<file path="src/hw/rtl/s5rp_pkg.sv">
// Shared types and constants for the SOCKS5 request parser.
`timescale 1ns / 1ps
package s5rp_pkg;

  localparam logic [7:0] SOCKS_VERSION = 8'h05;
  localparam logic [7:0] ATYP_IPV4     = 8'd1;
  localparam logic [7:0] ATYP_DOMAIN   = 8'd3;
  localparam logic [7:0] ATYP_IPV6     = 8'd4;
  localparam logic [7:0] IPV4_LEN      = 8'd4;
  localparam logic [7:0] IPV6_LEN      = 8'd16;
  localparam logic [7:0] PORT_LEN      = 8'd2;

  localparam int S5RP_QUEUE_DEPTH = 4;

  typedef enum logic [3:0] {
    PH_VERSION = 4'd0,
    PH_CMD     = 4'd1,
    PH_RSV     = 4'd2,
    PH_ATYP    = 4'd3,
    PH_DLEN    = 4'd4,
    PH_ADDR    = 4'd5,
    PH_PORT    = 4'd6,
    PH_DONE    = 4'd7,
    PH_BADVER  = 4'd8,
    PH_BADATYP = 4'd9,
    PH_ERROR   = 4'd10
  } s5rp_phase_t;

  typedef enum logic [1:0] {
    AT_IPV4   = 2'd0,
    AT_IPV6   = 2'd1,
    AT_DOMAIN = 2'd2,
    AT_OTHER  = 2'd3
  } s5rp_atyp_t;

  // One classified word as it travels through the queue
  typedef struct packed {
    logic [7:0] data;
    logic       restart;
    logic       ver_ok;
    s5rp_atyp_t atyp;
    logic       zero_len;
  } s5rp_word_t;

  // Queue occupancy flags seen by the front and back
  typedef struct packed {
    logic full;
    logic empty;
  } s5rp_q_stat_t;

endpackage

</file>
<file path="src/hw/rtl/s5rp_front.sv">
// Front end: accept input words and classify each byte before queueing.
`timescale 1ns / 1ps
module s5rp_front (
  input  logic                 in_valid,
  output logic                 in_ready,
  input  logic [7:0]           in_data_byte,
  input  logic                 in_restart,
  input  s5rp_pkg::s5rp_q_stat_t q_stat,
  output logic                 push,
  output s5rp_pkg::s5rp_word_t push_word
);
  import s5rp_pkg::*;

  s5rp_atyp_t atyp_cls;

  always_comb begin
    unique case (in_data_byte)
      ATYP_IPV4:   atyp_cls = AT_IPV4;
      ATYP_IPV6:   atyp_cls = AT_IPV6;
      ATYP_DOMAIN: atyp_cls = AT_DOMAIN;
      default:     atyp_cls = AT_OTHER;
    endcase
  end

  assign in_ready = !q_stat.full;
  assign push     = in_valid && !q_stat.full;

  always_comb begin
    push_word.data     = in_data_byte;
    push_word.restart  = in_restart;
    push_word.ver_ok   = (in_data_byte == SOCKS_VERSION);
    push_word.atyp     = atyp_cls;
    push_word.zero_len = (in_data_byte == 8'd0);
  end

endmodule

</file>
<file path="src/hw/rtl/s5rp_queue.sv">
// Short queue of classified words between front and back.
`timescale 1ns / 1ps
module s5rp_queue #(
  parameter int DEPTH = s5rp_pkg::S5RP_QUEUE_DEPTH
) (
  input  logic                   clk,
  input  logic                   rst_n,
  input  logic                   push,
  input  s5rp_pkg::s5rp_word_t   push_word,
  input  logic                   pop,
  output s5rp_pkg::s5rp_word_t   head_word,
  output s5rp_pkg::s5rp_q_stat_t q_stat
);
  import s5rp_pkg::*;

  localparam int PTR_W = (DEPTH > 1) ? $clog2(DEPTH) : 1;
  localparam int CNT_W = $clog2(DEPTH + 1);
  localparam logic [PTR_W-1:0] LAST_PTR = PTR_W'(DEPTH - 1);
  localparam logic [CNT_W-1:0] FULL_CNT = CNT_W'(DEPTH);

  s5rp_word_t       slots_r [DEPTH];
  logic [PTR_W-1:0] wr_ptr_r, wr_ptr_nxt;
  logic [PTR_W-1:0] rd_ptr_r, rd_ptr_nxt;
  logic [CNT_W-1:0] count_r, count_nxt;

  always_comb begin
    wr_ptr_nxt = wr_ptr_r;
    rd_ptr_nxt = rd_ptr_r;
    count_nxt  = count_r;
    if (push) begin
      wr_ptr_nxt = (wr_ptr_r == LAST_PTR) ? '0 : wr_ptr_r + 1'b1;
    end
    if (pop) begin
      rd_ptr_nxt = (rd_ptr_r == LAST_PTR) ? '0 : rd_ptr_r + 1'b1;
    end
    if (push && !pop) begin
      count_nxt = count_r + 1'b1;
    end else if (pop && !push) begin
      count_nxt = count_r - 1'b1;
    end
  end

  always_ff @(posedge clk) begin
    if (!rst_n) begin
      wr_ptr_r <= '0;
      rd_ptr_r <= '0;
      count_r  <= '0;
    end else begin
      wr_ptr_r <= wr_ptr_nxt;
      rd_ptr_r <= rd_ptr_nxt;
      count_r  <= count_nxt;
    end
  end

  always_ff @(posedge clk) begin
    if (push) begin
      slots_r[wr_ptr_r] <= push_word;
    end
  end

  assign head_word    = slots_r[rd_ptr_r];
  assign q_stat.full  = (count_r == FULL_CNT);
  assign q_stat.empty = (count_r == '0);

  a_count_bound: assert property (@(posedge clk) disable iff (!rst_n)
    count_r <= FULL_CNT)
    else $error("queue count beyond depth");

  a_pop_nonempty: assert property (@(posedge clk) disable iff (!rst_n)
    pop |-> count_r != '0)
    else $error("pop from empty queue");

  a_push_grows: assert property (@(posedge clk) disable iff (!rst_n)
    (push && !pop) |=> count_r == $past(count_r) + 1'b1)
    else $error("queue count did not grow on push");

endmodule

</file>
<file path="src/hw/rtl/s5rp_back.sv">
// Back end: parser state machine and registered result word.
`timescale 1ns / 1ps
module s5rp_back (
  input  logic                   clk,
  input  logic                   rst_n,
  input  s5rp_pkg::s5rp_word_t   head_word,
  input  s5rp_pkg::s5rp_q_stat_t q_stat,
  output logic                   pop,
  output logic                   out_valid,
  input  logic                   out_ready,
  output logic [3:0]             out_status,
  output logic [7:0]             out_command,
  output logic [7:0]             out_address_type,
  output logic [7:0]             out_address_byte,
  output logic [7:0]             out_address_index,
  output logic                   out_address_byte_valid,
  output logic [7:0]             out_address_length,
  output logic [15:0]            out_port,
  output logic                   out_finished,
  output logic                   out_errored
);
  import s5rp_pkg::*;

  s5rp_phase_t phase_r, phase_nxt;
  logic [7:0]  seen_r, seen_nxt;
  logic [7:0]  exp_r, exp_nxt;
  logic [7:0]  cmd_r, cmd_nxt;
  logic [7:0]  atyp_r, atyp_nxt;
  logic [15:0] port_r, port_nxt;
  logic [7:0]  seen_inc;
  logic [7:0]  abyte, aidx;
  logic        avalid;

  logic        out_valid_r;
  s5rp_phase_t status_r;
  logic [7:0]  o_cmd_r, o_atyp_r, o_abyte_r, o_aidx_r, o_alen_r;
  logic        o_avalid_r;
  logic [15:0] o_port_r;

  // Advance when a word waits and the result slot is free or being drained
  assign pop      = !q_stat.empty && (!out_valid_r || out_ready);
  assign seen_inc = seen_r + 8'd1;

  always_comb begin
    phase_nxt = phase_r;
    seen_nxt  = seen_r;
    exp_nxt   = exp_r;
    cmd_nxt   = cmd_r;
    atyp_nxt  = atyp_r;
    port_nxt  = port_r;
    abyte     = 8'd0;
    aidx      = 8'd0;
    avalid    = 1'b0;
    if (pop) begin
      if (head_word.restart) begin
        phase_nxt = PH_VERSION;
        seen_nxt  = 8'd0;
        exp_nxt   = 8'd0;
        cmd_nxt   = 8'd0;
        atyp_nxt  = 8'd0;
        port_nxt  = 16'd0;
      end else begin
        unique case (phase_r)
          PH_VERSION: phase_nxt = head_word.ver_ok ? PH_CMD : PH_BADVER;
          PH_CMD: begin
            cmd_nxt   = head_word.data;
            phase_nxt = PH_RSV;
          end
          PH_RSV: phase_nxt = PH_ATYP;
          PH_ATYP: begin
            atyp_nxt = head_word.data;
            seen_nxt = 8'd0;
            unique case (head_word.atyp)
              AT_IPV4: begin
                exp_nxt   = IPV4_LEN;
                phase_nxt = PH_ADDR;
              end
              AT_IPV6: begin
                exp_nxt   = IPV6_LEN;
                phase_nxt = PH_ADDR;
              end
              AT_DOMAIN: phase_nxt = PH_DLEN;
              default:   phase_nxt = PH_BADATYP;
            endcase
          end
          PH_DLEN: begin
            seen_nxt  = 8'd0;
            exp_nxt   = head_word.data;
            phase_nxt = head_word.zero_len ? PH_ERROR : PH_ADDR;
          end
          PH_ADDR: begin
            abyte  = head_word.data;
            aidx   = seen_r;
            avalid = 1'b1;
            if (seen_inc >= exp_r) begin
              seen_nxt  = 8'd0;
              port_nxt  = 16'd0;
              phase_nxt = PH_PORT;
            end else begin
              seen_nxt = seen_inc;
            end
          end
          PH_PORT: begin
            port_nxt = {port_r[7:0], head_word.data};
            seen_nxt = seen_inc;
            if (seen_inc >= PORT_LEN) begin
              phase_nxt = PH_DONE;
            end
          end
          PH_DONE, PH_BADVER, PH_BADATYP, PH_ERROR: phase_nxt = phase_r;
          default: phase_nxt = PH_ERROR;
        endcase
      end
    end
  end

  always_ff @(posedge clk) begin
    if (!rst_n) begin
      phase_r     <= PH_VERSION;
      seen_r      <= 8'd0;
      exp_r       <= 8'd0;
      cmd_r       <= 8'd0;
      atyp_r      <= 8'd0;
      port_r      <= 16'd0;
      out_valid_r <= 1'b0;
    end else begin
      phase_r  <= phase_nxt;
      seen_r   <= seen_nxt;
      exp_r    <= exp_nxt;
      cmd_r    <= cmd_nxt;
      atyp_r   <= atyp_nxt;
      port_r   <= port_nxt;
      if (pop) begin
        out_valid_r <= 1'b1;
      end else if (out_ready) begin
        out_valid_r <= 1'b0;
      end
    end
  end

  always_ff @(posedge clk) begin
    if (pop) begin
      status_r   <= phase_nxt;
      o_cmd_r    <= cmd_nxt;
      o_atyp_r   <= atyp_nxt;
      o_abyte_r  <= abyte;
      o_aidx_r   <= aidx;
      o_avalid_r <= avalid;
      o_alen_r   <= exp_nxt;
      o_port_r   <= port_nxt;
    end
  end

  assign out_valid              = out_valid_r;
  assign out_status             = status_r;
  assign out_command            = o_cmd_r;
  assign out_address_type       = o_atyp_r;
  assign out_address_byte       = o_abyte_r;
  assign out_address_index      = o_aidx_r;
  assign out_address_byte_valid = o_avalid_r;
  assign out_address_length     = o_alen_r;
  assign out_port               = o_port_r;
  assign out_finished           = (status_r == PH_DONE);
  assign out_errored            = (status_r == PH_BADVER) || (status_r == PH_BADATYP) ||
                                  (status_r == PH_ERROR);

  a_addr_count: assert property (@(posedge clk) disable iff (!rst_n)
    phase_r == PH_ADDR |-> seen_r < exp_r)
    else $error("address count reached its end inside the address phase");

  a_done_sticky: assert property (@(posedge clk) disable iff (!rst_n)
    (pop && !head_word.restart && phase_r == PH_DONE) |=> phase_r == PH_DONE)
    else $error("done phase left without restart");

  a_abyte_phase: assert property (@(posedge clk) disable iff (!rst_n)
    (out_valid_r && o_avalid_r) |-> (status_r == PH_ADDR || status_r == PH_PORT))
    else $error("address byte flagged outside address handling");

  a_no_pop_blocked: assert property (@(posedge clk) disable iff (!rst_n)
    (out_valid_r && !out_ready) |-> !pop)
    else $error("result overwritten while stalled");

endmodule

</file>
<file path="src/hw/rtl/socks5_request_parser_top.sv">
// Top level of the SOCKS5 request parser: front, queue and back joined.
//
//  channel | direction | handshake              | payload
//  --------+-----------+------------------------+------------------------------------------
//  in_     | input     | in_valid / in_ready    | data_byte[7:0], restart
//  out_    | output    | out_valid / out_ready  | status, command, address fields, port,
//          |           |                        | finished, errored
//
// One word in, one result word out; one word per cycle sustained while out_ready stays high.
// The accepting edge writes the queue; the edge that pops the word runs the parser step
// and loads the result register.
// Synchronous active-low reset returns the parser to expect-version and empties the queue.
// A stalled result holds in its register; the queue absorbs up to QUEUE_DEPTH words
// before in_ready drops.
`timescale 1ns / 1ps
module socks5_request_parser_top #(
  parameter int QUEUE_DEPTH = s5rp_pkg::S5RP_QUEUE_DEPTH
) (
  input  logic        clk,
  input  logic        rst_n,
  input  logic        in_valid,
  output logic        in_ready,
  input  logic [7:0]  in_data_byte,
  input  logic        in_restart,
  output logic        out_valid,
  input  logic        out_ready,
  output logic [3:0]  out_status,
  output logic [7:0]  out_command,
  output logic [7:0]  out_address_type,
  output logic [7:0]  out_address_byte,
  output logic [7:0]  out_address_index,
  output logic        out_address_byte_valid,
  output logic [7:0]  out_address_length,
  output logic [15:0] out_port,
  output logic        out_finished,
  output logic        out_errored
);
  import s5rp_pkg::*;

  // Words crossing from front to back
  logic         push;
  logic         pop;
  s5rp_word_t   push_word;
  s5rp_word_t   head_word;
  s5rp_q_stat_t q_stat;

  // Classify the byte (version check, address type, zero length) on the way in
  s5rp_front u_front (
    .in_valid     (in_valid),
    .in_ready     (in_ready),
    .in_data_byte (in_data_byte),
    .in_restart   (in_restart),
    .q_stat       (q_stat),
    .push         (push),
    .push_word    (push_word)
  );

  // Decouple acceptance from result back-pressure
  s5rp_queue #(
    .DEPTH (QUEUE_DEPTH)
  ) u_queue (
    .clk       (clk),
    .rst_n     (rst_n),
    .push      (push),
    .push_word (push_word),
    .pop       (pop),
    .head_word (head_word),
    .q_stat    (q_stat)
  );

  // Step the parser once per popped word and hold the result until taken
  s5rp_back u_back (
    .clk                    (clk),
    .rst_n                  (rst_n),
    .head_word              (head_word),
    .q_stat                 (q_stat),
    .pop                    (pop),
    .out_valid              (out_valid),
    .out_ready              (out_ready),
    .out_status             (out_status),
    .out_command            (out_command),
    .out_address_type       (out_address_type),
    .out_address_byte       (out_address_byte),
    .out_address_index      (out_address_index),
    .out_address_byte_valid (out_address_byte_valid),
    .out_address_length     (out_address_length),
    .out_port               (out_port),
    .out_finished           (out_finished),
    .out_errored            (out_errored)
  );

endmodule

</file>
<file path="config.mk">
export PLATFORM = sky130hd
export DESIGN_NAME = socks5_request_parser_top
export DESIGN_NICKNAME = d
export VERILOG_FILES = /design/src/hw/rtl/s5rp_pkg.sv /design/src/hw/rtl/s5rp_front.sv /design/src/hw/rtl/s5rp_queue.sv /design/src/hw/rtl/s5rp_back.sv /design/src/hw/rtl/socks5_request_parser_top.sv
export SDC_FILE = /design/constraint.sdc
export NUM_CORES = 1
export LEC_CHECK = 0
export ABC_AREA = 1
export BUFFER_PORTS_ARGS = -buffer_cell sky130_fd_sc_hd__clkbuf_2
export CAP_MARGIN = 20
export CORE_ASPECT_RATIO = 0.75
export CORE_MARGIN = 5
export CORE_UTILIZATION = 50
export DETAILED_ROUTE_END_ITERATION = 12
export GPL_ROUTABILITY_DRIVEN = 0
export PLACE_DENSITY = 0.69
export REMOVE_ABC_BUFFERS = 1
export SETUP_SLACK_MARGIN = 0.4
export SYNTH_ARGS = -nofsm -noshare
export SYNTH_HDL_FRONTEND = slang
export SYNTH_SLANG_ARGS = --single-unit
</file>
<file path="constraint.sdc">
create_clock -name clk -period 2.5 [get_ports clk]
set_clock_uncertainty 0.1 [all_clocks]
set_input_delay 0.5 -clock clk [delete_from_list [all_inputs] [get_ports clk]]
set_output_delay 0.5 -clock clk [all_outputs]
set_load 0.05 [all_outputs]
</file>
==> impl_summary.txt, run 1 <==
----------------------------------------------------
[Global routing]
  All-layer global routing usage ... 20.27%
  Wire length of the first global-routing pass ... 28340 µm
  Number of global-route vias before repair ... 5502
  Largest net degree at the start of global routing ... 55
  Antenna violations before repair ... 0
  Remaining Overflow, GRT ... 0

[Die]
  Die Footprint ... 0.01779 mm²
  X dimension of the die ... 152.3 µm
  Boundary Pins ... 78
  Area inside the core boundary ... 0.01508 mm²
  Die height ... 116.8 µm
  Effective utilization at floorplan ... 50.39%
  Standard-cell row count ... 39

[Power]
  Power per cell area ... 1256 mW/mm²
  Peak ir drop on the vdd network ... 1.008 mV
  Fraction of power consumed by sequential logic ... 35.1%
  Share of total power consumed by net switching ... 44.25%
  Psw ... 5.276 mW
  Internal power component ... 6.648 mW
  Logic gate share of total power ... 40.8%
  Clock share of power ... 24.2%
  Leakage power of the design ... 3.812 nW

[Synth]
  Commonest cells in the netlist ... nand2_1, edfxtp_1, nor2_1, dfxtp_1, inv_1
  Most numerous cell in the Yosys netlist ... nand2_1
  Post-Syn Area ... 0.007599 mm²
  Cell type with the highest aggregate area in the netlist ... edfxtp_1
  Ys flop type ... edfxtp_1
  Number of enable flip-flop cells after synthesis ... 113
  Synthesized flop and latch total ... 175
  Largest cells by area after synthesis ... edfxtp_1, dfxtp_1, nand2_1
  Number of instances in the synthesized netlist ... 723
  Post-Synthesis Mean Instance Area ... 10.51 µm²
  Unique masters post-synth ... 45
  Fraction of registers with async set or reset after synthesis ... 0%
  Fraction of synthesized cell area taken by the top area cell type ... 44.66%
  Seq/Total Area, Yosys ... 60.99%
  YS warnings ... 0

[Setup path]
  Category of cells accounting for the largest share of critical-path delay ... simple AND/OR/NAND/NOR gates
  Type of destination of the critical path ... register
  Largest fanout on the critical path ... 8
  List of cells traversed by the critical path ... ha_4 > nand3_2 > o21ai_2 > nand2_1 > ha_1 > nand2_2 > nor2_2 > nand2_2 > nand3_4 > buf_12 > nand2_8 > nand3_4 > nand2_1
  Data required, critical path ... 2.58 ns
  Worst path buffer plus inverter count ... 1
  Slowest cell delay on critical path ... 0.39 ns
  Kind of start point of the critical path ... register
  Cell at the slowest stage of the critical path ... dfxtp_4
  Crit path DAT ... 2.53 ns
  Worst Setup Path Type ... reg2reg

[Layout]
  Fin cells ... 1057
  Final-stage net count ... 869
  Number of antenna diodes ... 0
  Growth of design area from synthesis to finish ... 24.95%
  Fill cell count ... 1125
  Proportion of layout cells with a drive suffix above 1 ... 32.98%
  Area of all placed cells without fillers ... 0.009494 mm²

[Route]
  Violation count after the first detailed-route iteration ... 679
  Post-detailed-route wirelength per cell ... 17.00 µm
  Number of remaining DRC errors ... 0
  Total via count after detailed routing ... 5699
  Sum of routed wire length over all layers ... 17970 µm
  Initial DRT Pass Iterations ... 6
  Via density ... 5.392
  Detail Route Antenna Nets ... 0

[STA]
  Slew Limit Headroom ... 51.61%
  Hold Slack ... 0.1954 ns
  Period utilization ... 97.85%
  Clock period minus worst slack ... 2.446 ns
  # setup viols final ... 0
  Highest attainable clock frequency ... 0.4088 GHz
  Final Hold Vio Count ... 0
  Post-Route Setup TNS ... 0 ns
  Transition time at the pin with the least slew margin ... 0.7249 ns
  RSZ-0062 raised after global routing ... true
  Max-slew violation count ... 0

[Clock tree]
  Clock slew at the register clock pins of the worst setup and hold paths ... 0.07 ns
  Maximum buffer depth of the clock tree ... 2
  Worst-skew pair later-pin latency ... 0.43 ns
  Clock root buffer ... clkbuf_16
  Hold-fix buffer count after cts ... 0
  Clock sink count ... 175
  Clock tree from TritonCTS ... built
  Number of clock buffers inserted by TritonCTS ... 17
  H-tree levels ... 4

[Placed design]
  I/O Buffers ... 77
  Detail Placement HPWL ... 11240 µm
  Number of cells in the design after placement ... 1004
  Area after DPL ... 0.008234 mm²

[Job]
  Maxcap violations ... 0

[Min path]
  Hold Crit Class ... in2reg

[Status]
  Result of the run ... complete, no violations

----------------------------------------------------
per-stage QoR:
step           util, %  power [mW]  worst slack (ns)
4_1_cts          61.41       11.85            0.1954
2_1_floorplan        -       7.582           -0.1320
3_5_place_dp     54.61       8.968          0.004294
3_3_place_gp     54.61       8.874            0.1470
5_1_grt          62.97       12.51          -0.02224
6_report         62.97       11.92           0.05380
per-layer routing:
metal  GRT usage [%]  wire [µm]
met1           26.90       7836
met2           33.22       8750
met3           5.222       1161
met4           6.407        225
met5               0          0
logic make-up (layout without fill, tap and decap cells):
group           after synthesis  count (layout)  synth area share, %
compound gates               87              87                7.015
xor+xnor                      2               2               0.2306
fa+ha+maj                    17              17                2.898
buf+inv                      82             210                5.483
flops                       175             175                60.99
simple gates                360             361                23.38
power groups by stage:
stage | Clock, mW | Sequential [mW] | Combinational [mW]
4_1_cts | 2.90 | 4.18 | 4.76
3_5_place_dp | 0 | 4.24 | 4.73
3_3_place_gp | 0 | 4.21 | 4.66
5_1_grt | 3.06 | 4.24 | 5.20
6_report | 2.88 | 4.18 | 4.86
2_1_floorplan | 0 | 5.87 | 1.71
path summary, 6_finish.rpt:
check / endpoint / slack, ns / depth (start not counted) / start
worst max-delay path: u_back.out_port[15] / 0.05 / 13 / u_back.seen_r[1]
worst min-delay path: u_queue.slots_r[0][4] / 0.20 / 1 / in_restart
worst max register to register: u_back.out_port[15] / 0.05 / 13 / u_back.seen_r[1]
worst min register to register: u_back.seen_r[7] / 0.39 / 2 / u_back.seen_r[7]
worst reg2reg max path, delay by kind of cell, from the launching register on:
kind                       cells  cell delay (ns)
and+or+nand+nor                9             0.90
DFF                            1             0.39
AOI/OAI and AO/OA              1             0.15
adders and majority gates      2             0.51
buffers and inverters          1             0.15
sequential cells by signal, indices dropped and copies added, names as in the netlist, named ones only:
name and cells:
u_queue.rd_ptr_r 2, u_queue.slots_r 52, u_queue.wr_ptr_r 2, u_back.out_address_type 8
u_back.phase_r 4, u_back.out_address_byte_valid 1, u_back.out_address_length 8, u_back.atyp_r 8
u_back.seen_r 8, u_back.exp_r 8, u_back.out_address_index 8, u_back.out_address_byte 8
u_back.out_status 4, u_back.out_port 16, u_back.out_command 8, u_back.out_valid 1
u_back.port_r 16, u_queue.count_r 3, u_back.cmd_r 8
placed cells by master, fill, tap and decap left out, types with 3 or more instances in the layout:
cell / instances
nor4_2: 4
nand2_4: 6
nand2_1: 131
inv_6: 3
inv_4: 4
clkinv_4: 3
ha_4: 6
nor2_1: 78
nor3_1: 18
nand3_2: 8
nand2_2: 19
o21ai_0: 20
o21ai_1: 3
edfxtp_1: 113
bufinv_16: 4
nand3_1: 29
a21oi_2: 20
o22ai_1: 6
nor4_1: 16
nor2_8: 3
dfxtp_2: 6
buf_4: 38
nand3_4: 16
nand2_8: 3
dfxtp_1: 54
nand4_1: 7
clkbuf_2: 77
inv_2: 12
o211ai_1: 3
ha_1: 10
nor2_4: 8
and2_1: 6
nor2_2: 5
clkbuf_16: 18
inv_1: 42
a21oi_1: 27
final cells by class:
cell class	instances	area [µm²]	area share (%)
tap	205	256.5	2.702
clock buffer	18	450.4	4.744
timing repair buffer	119	733.2	7.723
inverter	59	239.0	2.517
sequential	175	4649	48.97
clock inverter	14	201.4	2.122
multi-input combinational	467	2964	31.22
what timing repair did:
item,CTS,global route
pin swaps,17,19
cloned,1,0
resized for setup,48,54
setup endpoints to repair,45,50
setup buffers,19,1
Power figures use the tool's default switching activity.
==> run 2: changes to the inputs <==
Settings changed: CTS_BUF_LIST set to sky130_fd_sc_hd__clkbuf_4.
==> impl_summary.txt, run 2 (same netlist as run 1, synthesis figures left out) <==
----------------------------------------------------
[Clock tree]
  Clock sink count ... 175 (unchanged)
  Maximum buffer depth of the clock tree ... 2 (unchanged)
  Worst-skew pair later-pin latency ... 0.57 ns (+0.14 ns)
  Number of clock buffers inserted by TritonCTS ... 17 (unchanged)
  Clock slew at the register clock pins of the worst setup and hold paths ... 0.15 ns (+0.08 ns)
  Clock tree from TritonCTS ... built
  Clock root buffer ... clkbuf_4
  H-tree levels ... 4 (unchanged)

[Power]
  Peak ir drop on the vdd network ... 1.022 mV (+1.4%)
  Power per cell area ... 1203 mW/mm² (-4.2%)
  Leakage power of the design ... 3.704 nW (-2.8%)
  Tot Pwr ... 11.00 mW (-7.7%)

[Setup path]
  Crit path DAT ... 2.72 ns (+0.19 ns)
  Worst Setup Path Type ... reg2reg
  Type of destination of the critical path ... register
  Kind of start point of the critical path ... register
  Data required, critical path ... 2.84 ns (+0.26 ns)
  Largest fanout on the critical path ... 6 (-2)

[Layout]
  Most frequent cells in the layout ... nand2_1, edfxtp_1, nor2_1, clkbuf_2, dfxtp_1
  Growth of design area from synthesis to finish ... 20.34%
  Proportion of layout cells with a drive suffix above 1 ... 32.98% (about the same)
  Fill cell count ... 1196 (+6.3%)
  Area of combinational cells with multiple inputs ... 0.002860 mm² (-3.5%)
  Number of antenna diodes ... 0 (unchanged)
  Number of flip-flops under the largest register name ... 52 (unchanged)
  Leading cell type in the layout, fill and taps excluded ... nand2_1
  Final-stage net count ... 872 (+0.35%)
  Core utilization of the finished layout ... 60.64% (-2.3 points)
  Register with the highest flop count ... u_queue.slots_r
  Reg area ... 0.004648 mm² (about the same)

[Global routing]
  All-layer global routing usage ... 20.00% (-0.27 points)
  Antenna violations before repair ... 0 (unchanged)
  Number of global-route vias before repair ... 5519 (+0.31%)
  Remaining Overflow, GRT ... 0 (unchanged)
  Wire length of the first global-routing pass ... 28030 µm (-1.1%)
  Largest net degree at the start of global routing ... 55 (unchanged)

[Route]
  Initial DRT Pass Iterations ... 6 (unchanged)
  Post-detailed-route wirelength per cell ... 16.73 µm (-1.6%)
  Detail Route Antenna Nets ... 0 (unchanged)
  Via density ... 5.372 (-0.37%)
  Total via count after detailed routing ... 5694 (-0.088%)
  Number of remaining DRC errors ... 0 (unchanged)
  Violation count after the first detailed-route iteration ... 536 (-21%)
  Sum of routed wire length over all layers ... 17730 µm (-1.4%)

[Placed design]
  Detail Placement HPWL ... 11240 µm (unchanged)
  I/O Buffers ... 77 (unchanged)
  Worst Setup Slack post-DPL ... 0.004294 ns (unchanged)

[Die]
  Area inside the core boundary ... 0.01508 mm² (unchanged)
  X dimension of the die ... 152.3 µm (unchanged)
  Die Footprint ... 0.01779 mm² (unchanged)
  Die height ... 116.8 µm (unchanged)
  Effective utilization at floorplan ... 50.39% (unchanged)
  Standard-cell row count ... 39 (unchanged)
  Boundary Pins ... 78 (unchanged)

[STA]
  Max-slew violation count ... 0 (unchanged)
  Final Hold Vio Count ... 0 (unchanged)
  Period utilization ... 95.20% (-2.6 points)
  RSZ-0062 raised after global routing ... true
  Post-Route Setup TNS ... 0 ns (unchanged)
  # setup viols final ... 0 (unchanged)
  Final Worst Setup Slack ... 0.1200 ns (+0.06615 ns)
  Transition time at the pin with the least slew margin ... 0.7291 ns (+0.004242 ns)
  Clock period minus worst slack ... 2.380 ns (-0.06615 ns)
  Slew Limit Headroom ... 51.32% (-0.28 points)
  Highest attainable clock frequency ... 0.4202 GHz (+2.8%)
  Hold Slack ... 0.07029 ns (-0.1251 ns)

[Status]
  Result of the run ... complete, no violations

[Min path]
  Hold Crit Class ... in2reg

[Job]
  Maxcap violations ... 0 (unchanged)

----------------------------------------------------
run 2: final timing paths:
| kind | from | to | slack (ns) | depth (start not counted) |
|---|---|---|---|---|
| worst min-delay path | in_data_byte[4] | u_queue.slots_r[2][9] | 0.07 | 1 |
| worst max-delay path | u_back.seen_r[2] | u_back.out_status[0] | 0.12 | 18 |
| worst min register to register | u_back.port_r[13] | u_back.port_r[13] | 0.38 | 2 |
| worst max register to register | u_back.seen_r[2] | u_back.out_status[0] | 0.12 | 18 |
run 2: repair_timing:
item / CTS / global route
pin swaps: 10 / 19
hold endpoints to repair: 4 / 0
buffers inserted: 20 / 2
hold buffers: 1 / 0
gates cloned: 1 / 0
setup endpoints to repair: 48 / 51
gates resized for setup: 49 / 44
run 2: power breakdown:
part	total, mW	internal, mW	switching (mW)
Sequential	4.18	3.90	0.275
Clock	1.91	0.911	1.00
Combinational	4.91	1.06	3.86
run 2: critical path, cell delays in order (launching register included):
cell and delay (ns):
dfxtp_2 0.40, buf_6 0.15, nand3_1 0.08, nand2_1 0.07, nand2_2 0.07, buf_4 0.14
buf_4 0.13, buf_4 0.12, buf_4 0.12, buf_4 0.13, buf_4 0.12, buf_4 0.12
nand3_2 0.07, nor2_2 0.04, nand2_1 0.07, nand2_1 0.08, nand2_2 0.10, nand2_4 0.06
nand2_2 0.07
run 2: routing by layer:
| metal | track usage [%] | share of wire (%) |
|---|---|---|
| met5 | 0 | 0 |
| met4 | 7.605 | 2.6 |
| met3 | 5.370 | 6.9 |
| met2 | 32.01 | 47 |
| met1 | 26.53 | 44 |
run 2: final cells by class:
cell class,instances,area share [%]
flip-flops and latches,175,50.83
multi-input cells,467,31.28
repair buffers,122,8.566
well taps,205,2.805
inverters,59,2.586
clock inverters,15,2.531
clock buffers,17,1.396
run 2: through the flow:
step / area [µm²] / cells
2_1_floorplan: 7415 / 700
3_3_place_gp: 8234 / 1004
3_5_place_dp: 8234 / 1004
4_1_cts: 8971 / 1058
5_1_grt: 9144 / 1060
6_report: 9144 / 1060
==> run 3: changes to the inputs <==
--- a/config.mk
+++ b/config.mk
@@ -13,4 +13,5 @@
 export CORE_UTILIZATION = 50
 export CTS_BUF_LIST = sky130_fd_sc_hd__clkbuf_4
+export CTS_CLUSTER_DIAMETER = 150
 export DETAILED_ROUTE_END_ITERATION = 12
 export GPL_ROUTABILITY_DRIVEN = 0
@@ -21,2 +22,3 @@
 export SYNTH_HDL_FRONTEND = slang
 export SYNTH_SLANG_ARGS = --single-unit
+export TNS_END_PERCENT = 1
==> constraint.sdc (replaced) <==
create_clock -name clk -period 2.5 [get_ports clk]
set_clock_uncertainty 0.1 [all_clocks]
set_input_delay 0.125 -clock clk [delete_from_list [all_inputs] [get_ports clk]]
set_output_delay 0.125 -clock clk [all_outputs]
set_load 0.05 [all_outputs]
==> impl_summary.txt, run 3 (same netlist as run 1, synthesis figures left out) <==
----------------------------------------------------
[Die]
  Area inside the core boundary ... 0.01508 mm² (unchanged)
  Boundary Pins ... 78 (unchanged)
  Die Footprint ... 0.01779 mm² (unchanged)
  Standard-cell row count ... 39 (unchanged)
  X dimension of the die ... 152.3 µm (unchanged)
  Effective utilization at floorplan ... 50.39% (unchanged)
  Die height ... 116.8 µm (unchanged)

[Layout]
  Fill cell count ... 1215 (+1.6%)
  Leading cell type in the layout, fill and taps excluded ... nand2_1
  Growth of design area from synthesis to finish ... 19.58%
  Most frequent cells in the layout ... nand2_1, edfxtp_1, nor2_1, clkbuf_2, dfxtp_1
  Number of antenna diodes ... 0 (unchanged)
  Proportion of layout cells with a drive suffix above 1 ... 29.86% (-3.1 points)
  Core utilization of the finished layout ... 60.26% (-0.38 points)
  Fin cells ... 1059 (-0.094%)
  Register with the highest flop count ... u_queue.slots_r
  Number of flip-flops under the largest register name ... 52 (unchanged)
  Final-stage net count ... 871 (-0.11%)

[STA]
  Clock period minus worst slack ... 2.309 ns (-0.07061 ns)
  Transition time at the pin with the least slew margin ... 0.6731 ns (-0.05597 ns)
  Post-Route Setup TNS ... 0 ns (unchanged)
  Period utilization ... 92.38% (-2.8 points)
  Final Worst Setup Slack ... 0.1906 ns (+0.07061 ns)
  Slew Limit Headroom ... 55.06% (+3.7 points)
  # setup viols final ... 0 (unchanged)
  Max-slew violation count ... 0 (unchanged)
  Highest attainable clock frequency ... 0.4330 GHz (+3.1%)
  RSZ-0062 raised after global routing ... true
  Final Hold Vio Count ... 0 (unchanged)

[Route]
  Detail Route Antenna Nets ... 0 (unchanged)
  Initial DRT Pass Iterations ... 10 (+4)
  Total via count after detailed routing ... 5604 (-1.6%)
  Sum of routed wire length over all layers ... 17090 µm (-3.6%)
  Number of remaining DRC errors ... 1 (+1)
  Post-detailed-route wirelength per cell ... 16.14 µm (-3.5%)
  Violation count after the first detailed-route iteration ... 431 (-20%)
  Via density ... 5.292 (-1.5%)

[Setup path]
  Worst R2R Start ... u_back.seen_r[0]
  Crit path DAT ... 2.73 ns (about the same)
  Largest fanout on the critical path ... 8 (+2)
  Worst Setup Path Type ... reg2reg
  Type of destination of the critical path ... register
  Launch point of the worst path ... u_back.seen_r[0]
  Data required, critical path ... 2.92 ns (+0.08 ns)
  Kind of start point of the critical path ... register

[Clock tree]
  Worst-skew pair later-pin latency ... 0.57 ns (about the same)
  H-tree levels ... 4 (unchanged)
  Clock root buffer ... clkbuf_4
  Maximum buffer depth of the clock tree ... 2 (unchanged)
  Clock slew at the register clock pins of the worst setup and hold paths ... 0.15 ns (about the same)
  Clock tree from TritonCTS ... built
  Clock sink count ... 175 (unchanged)
  Number of clock buffers inserted by TritonCTS ... 17 (unchanged)

[Status]
  Result of the run ... finished, violations left
  Violations in the final reports ... DRC

[Placed design]
  Number of cells in the design after placement ... 1005 (+0.10%)
  I/O Buffers ... 77 (unchanged)
  Detail Placement HPWL ... 11170 µm (-0.58%)
  Worst Setup Slack post-DPL ... -0.03099 ns (-0.03529 ns)

[Min path]
  Start point of the worst min-delay path ... in_restart
  Hold Crit Class ... in2reg

[Global routing]
  Largest net degree at the start of global routing ... 38 (-31%)
  Antenna violations before repair ... 0 (unchanged)
  Wire length of the first global-routing pass ... 26990 µm (-3.7%)
  Number of global-route vias before repair ... 5457 (-1.1%)
  All-layer global routing usage ... 19.14% (-0.86 points)
  Remaining Overflow, GRT ... 0 (unchanged)

[Power]
  Power per cell area ... 1187 mW/mm² (-1.4%)
  Tot Pwr ... 10.78 mW (-2.0%)
  Peak ir drop on the vdd network ... 0.7380 mV (-28%)
  Leakage power of the design ... 3.652 nW (-1.4%)

[Job]
  Maxcap violations ... 0 (unchanged)

----------------------------------------------------
==> run 3: cell count changes in the layout (fill, tap and decap cells not counted), sizes merged <==
cell,before,now
buf,46,32
bufinv,5,4
clkbuf,92,96
clkinvlp,1,2
inv,63,62
clkinv,5,4
dlygate4sd3,1,12
==> run 3: final timing paths <==
path	end	slack (ns)	cells past startpoint
hold / removal	u_queue.slots_r[1][4]	0.23	2
setup reg to reg	u_back.port_r[1]	0.19	13
setup / recovery	u_back.port_r[1]	0.19	13
hold reg to reg	u_back.port_r[11]	0.38	2
==> run 3: critical path: stages, from the launching register on <==
cell	delay (ns)
dfxtp_4	0.40
inv_4	0.05
nor2_4	0.17
buf_4	0.13
nand4_1	0.08
nand2_2	0.14
ha_4	0.23
a21o_1	0.18
nor2_4	0.14
nand3_4	0.10
buf_12	0.16
nand2_8	0.14
nand3_2	0.10
a21oi_2	0.16
==> run 3: power breakdown <==
| part | internal (mW) | total, mW | switching, mW |
|---|---|---|---|
| Clock | 0.825 | 1.80 | 0.971 |
| Sequential | 3.89 | 4.16 | 0.272 |
| Combinational | 1.00 | 4.82 | 3.82 |
==> run 3: timing repair <==
item | 4_1_cts | 5_1_grt
pin swaps | 14 | 20
hold endpoints to repair | 62 | 0
gates cloned | 1 | 0
endpoints found under the setup margin | 45 | 68
resized for setup | 45 | 28
hold buffers | 12 | 0
setup buffers | 6 | 3
==> run 3: area by class of cell <==
class | count | area [µm²] | area share [%]
clock buffer | 19 | 142.6 | 1.570
timing repair buffer | 121 | 762.0 | 8.386
multi-input combinational | 467 | 2851 | 31.38
tap | 205 | 256.5 | 2.823
inverter | 59 | 237.7 | 2.616
clock inverter | 13 | 186.4 | 2.052
sequential | 175 | 4649 | 51.17
==> run 3: routing by layer <==
| layer | part of all wire, % | up-vias | global-route usage [%] |
|---|---|---|---|
| met2 | 47 | 186 | 31.18 |
| met3 | 6.1 | 18 | 4.074 |
| met4 | 1.2 | 0 | 6.886 |
| met1 | 45 | 2685 | 25.81 |
| li1 | - | 2715 | - |
| met5 | 0 | - | 0 |
==> run 3: through the flow <==
stage,hold slack [ns],instance area (µm²)
6_report,0.2317,9086
5_1_grt,0.2028,9086
4_1_cts,0.1905,8946
3_5_place_dp,0.2645,8229
3_3_place_gp,0.2560,8229
2_1_floorplan,0.1239,7415
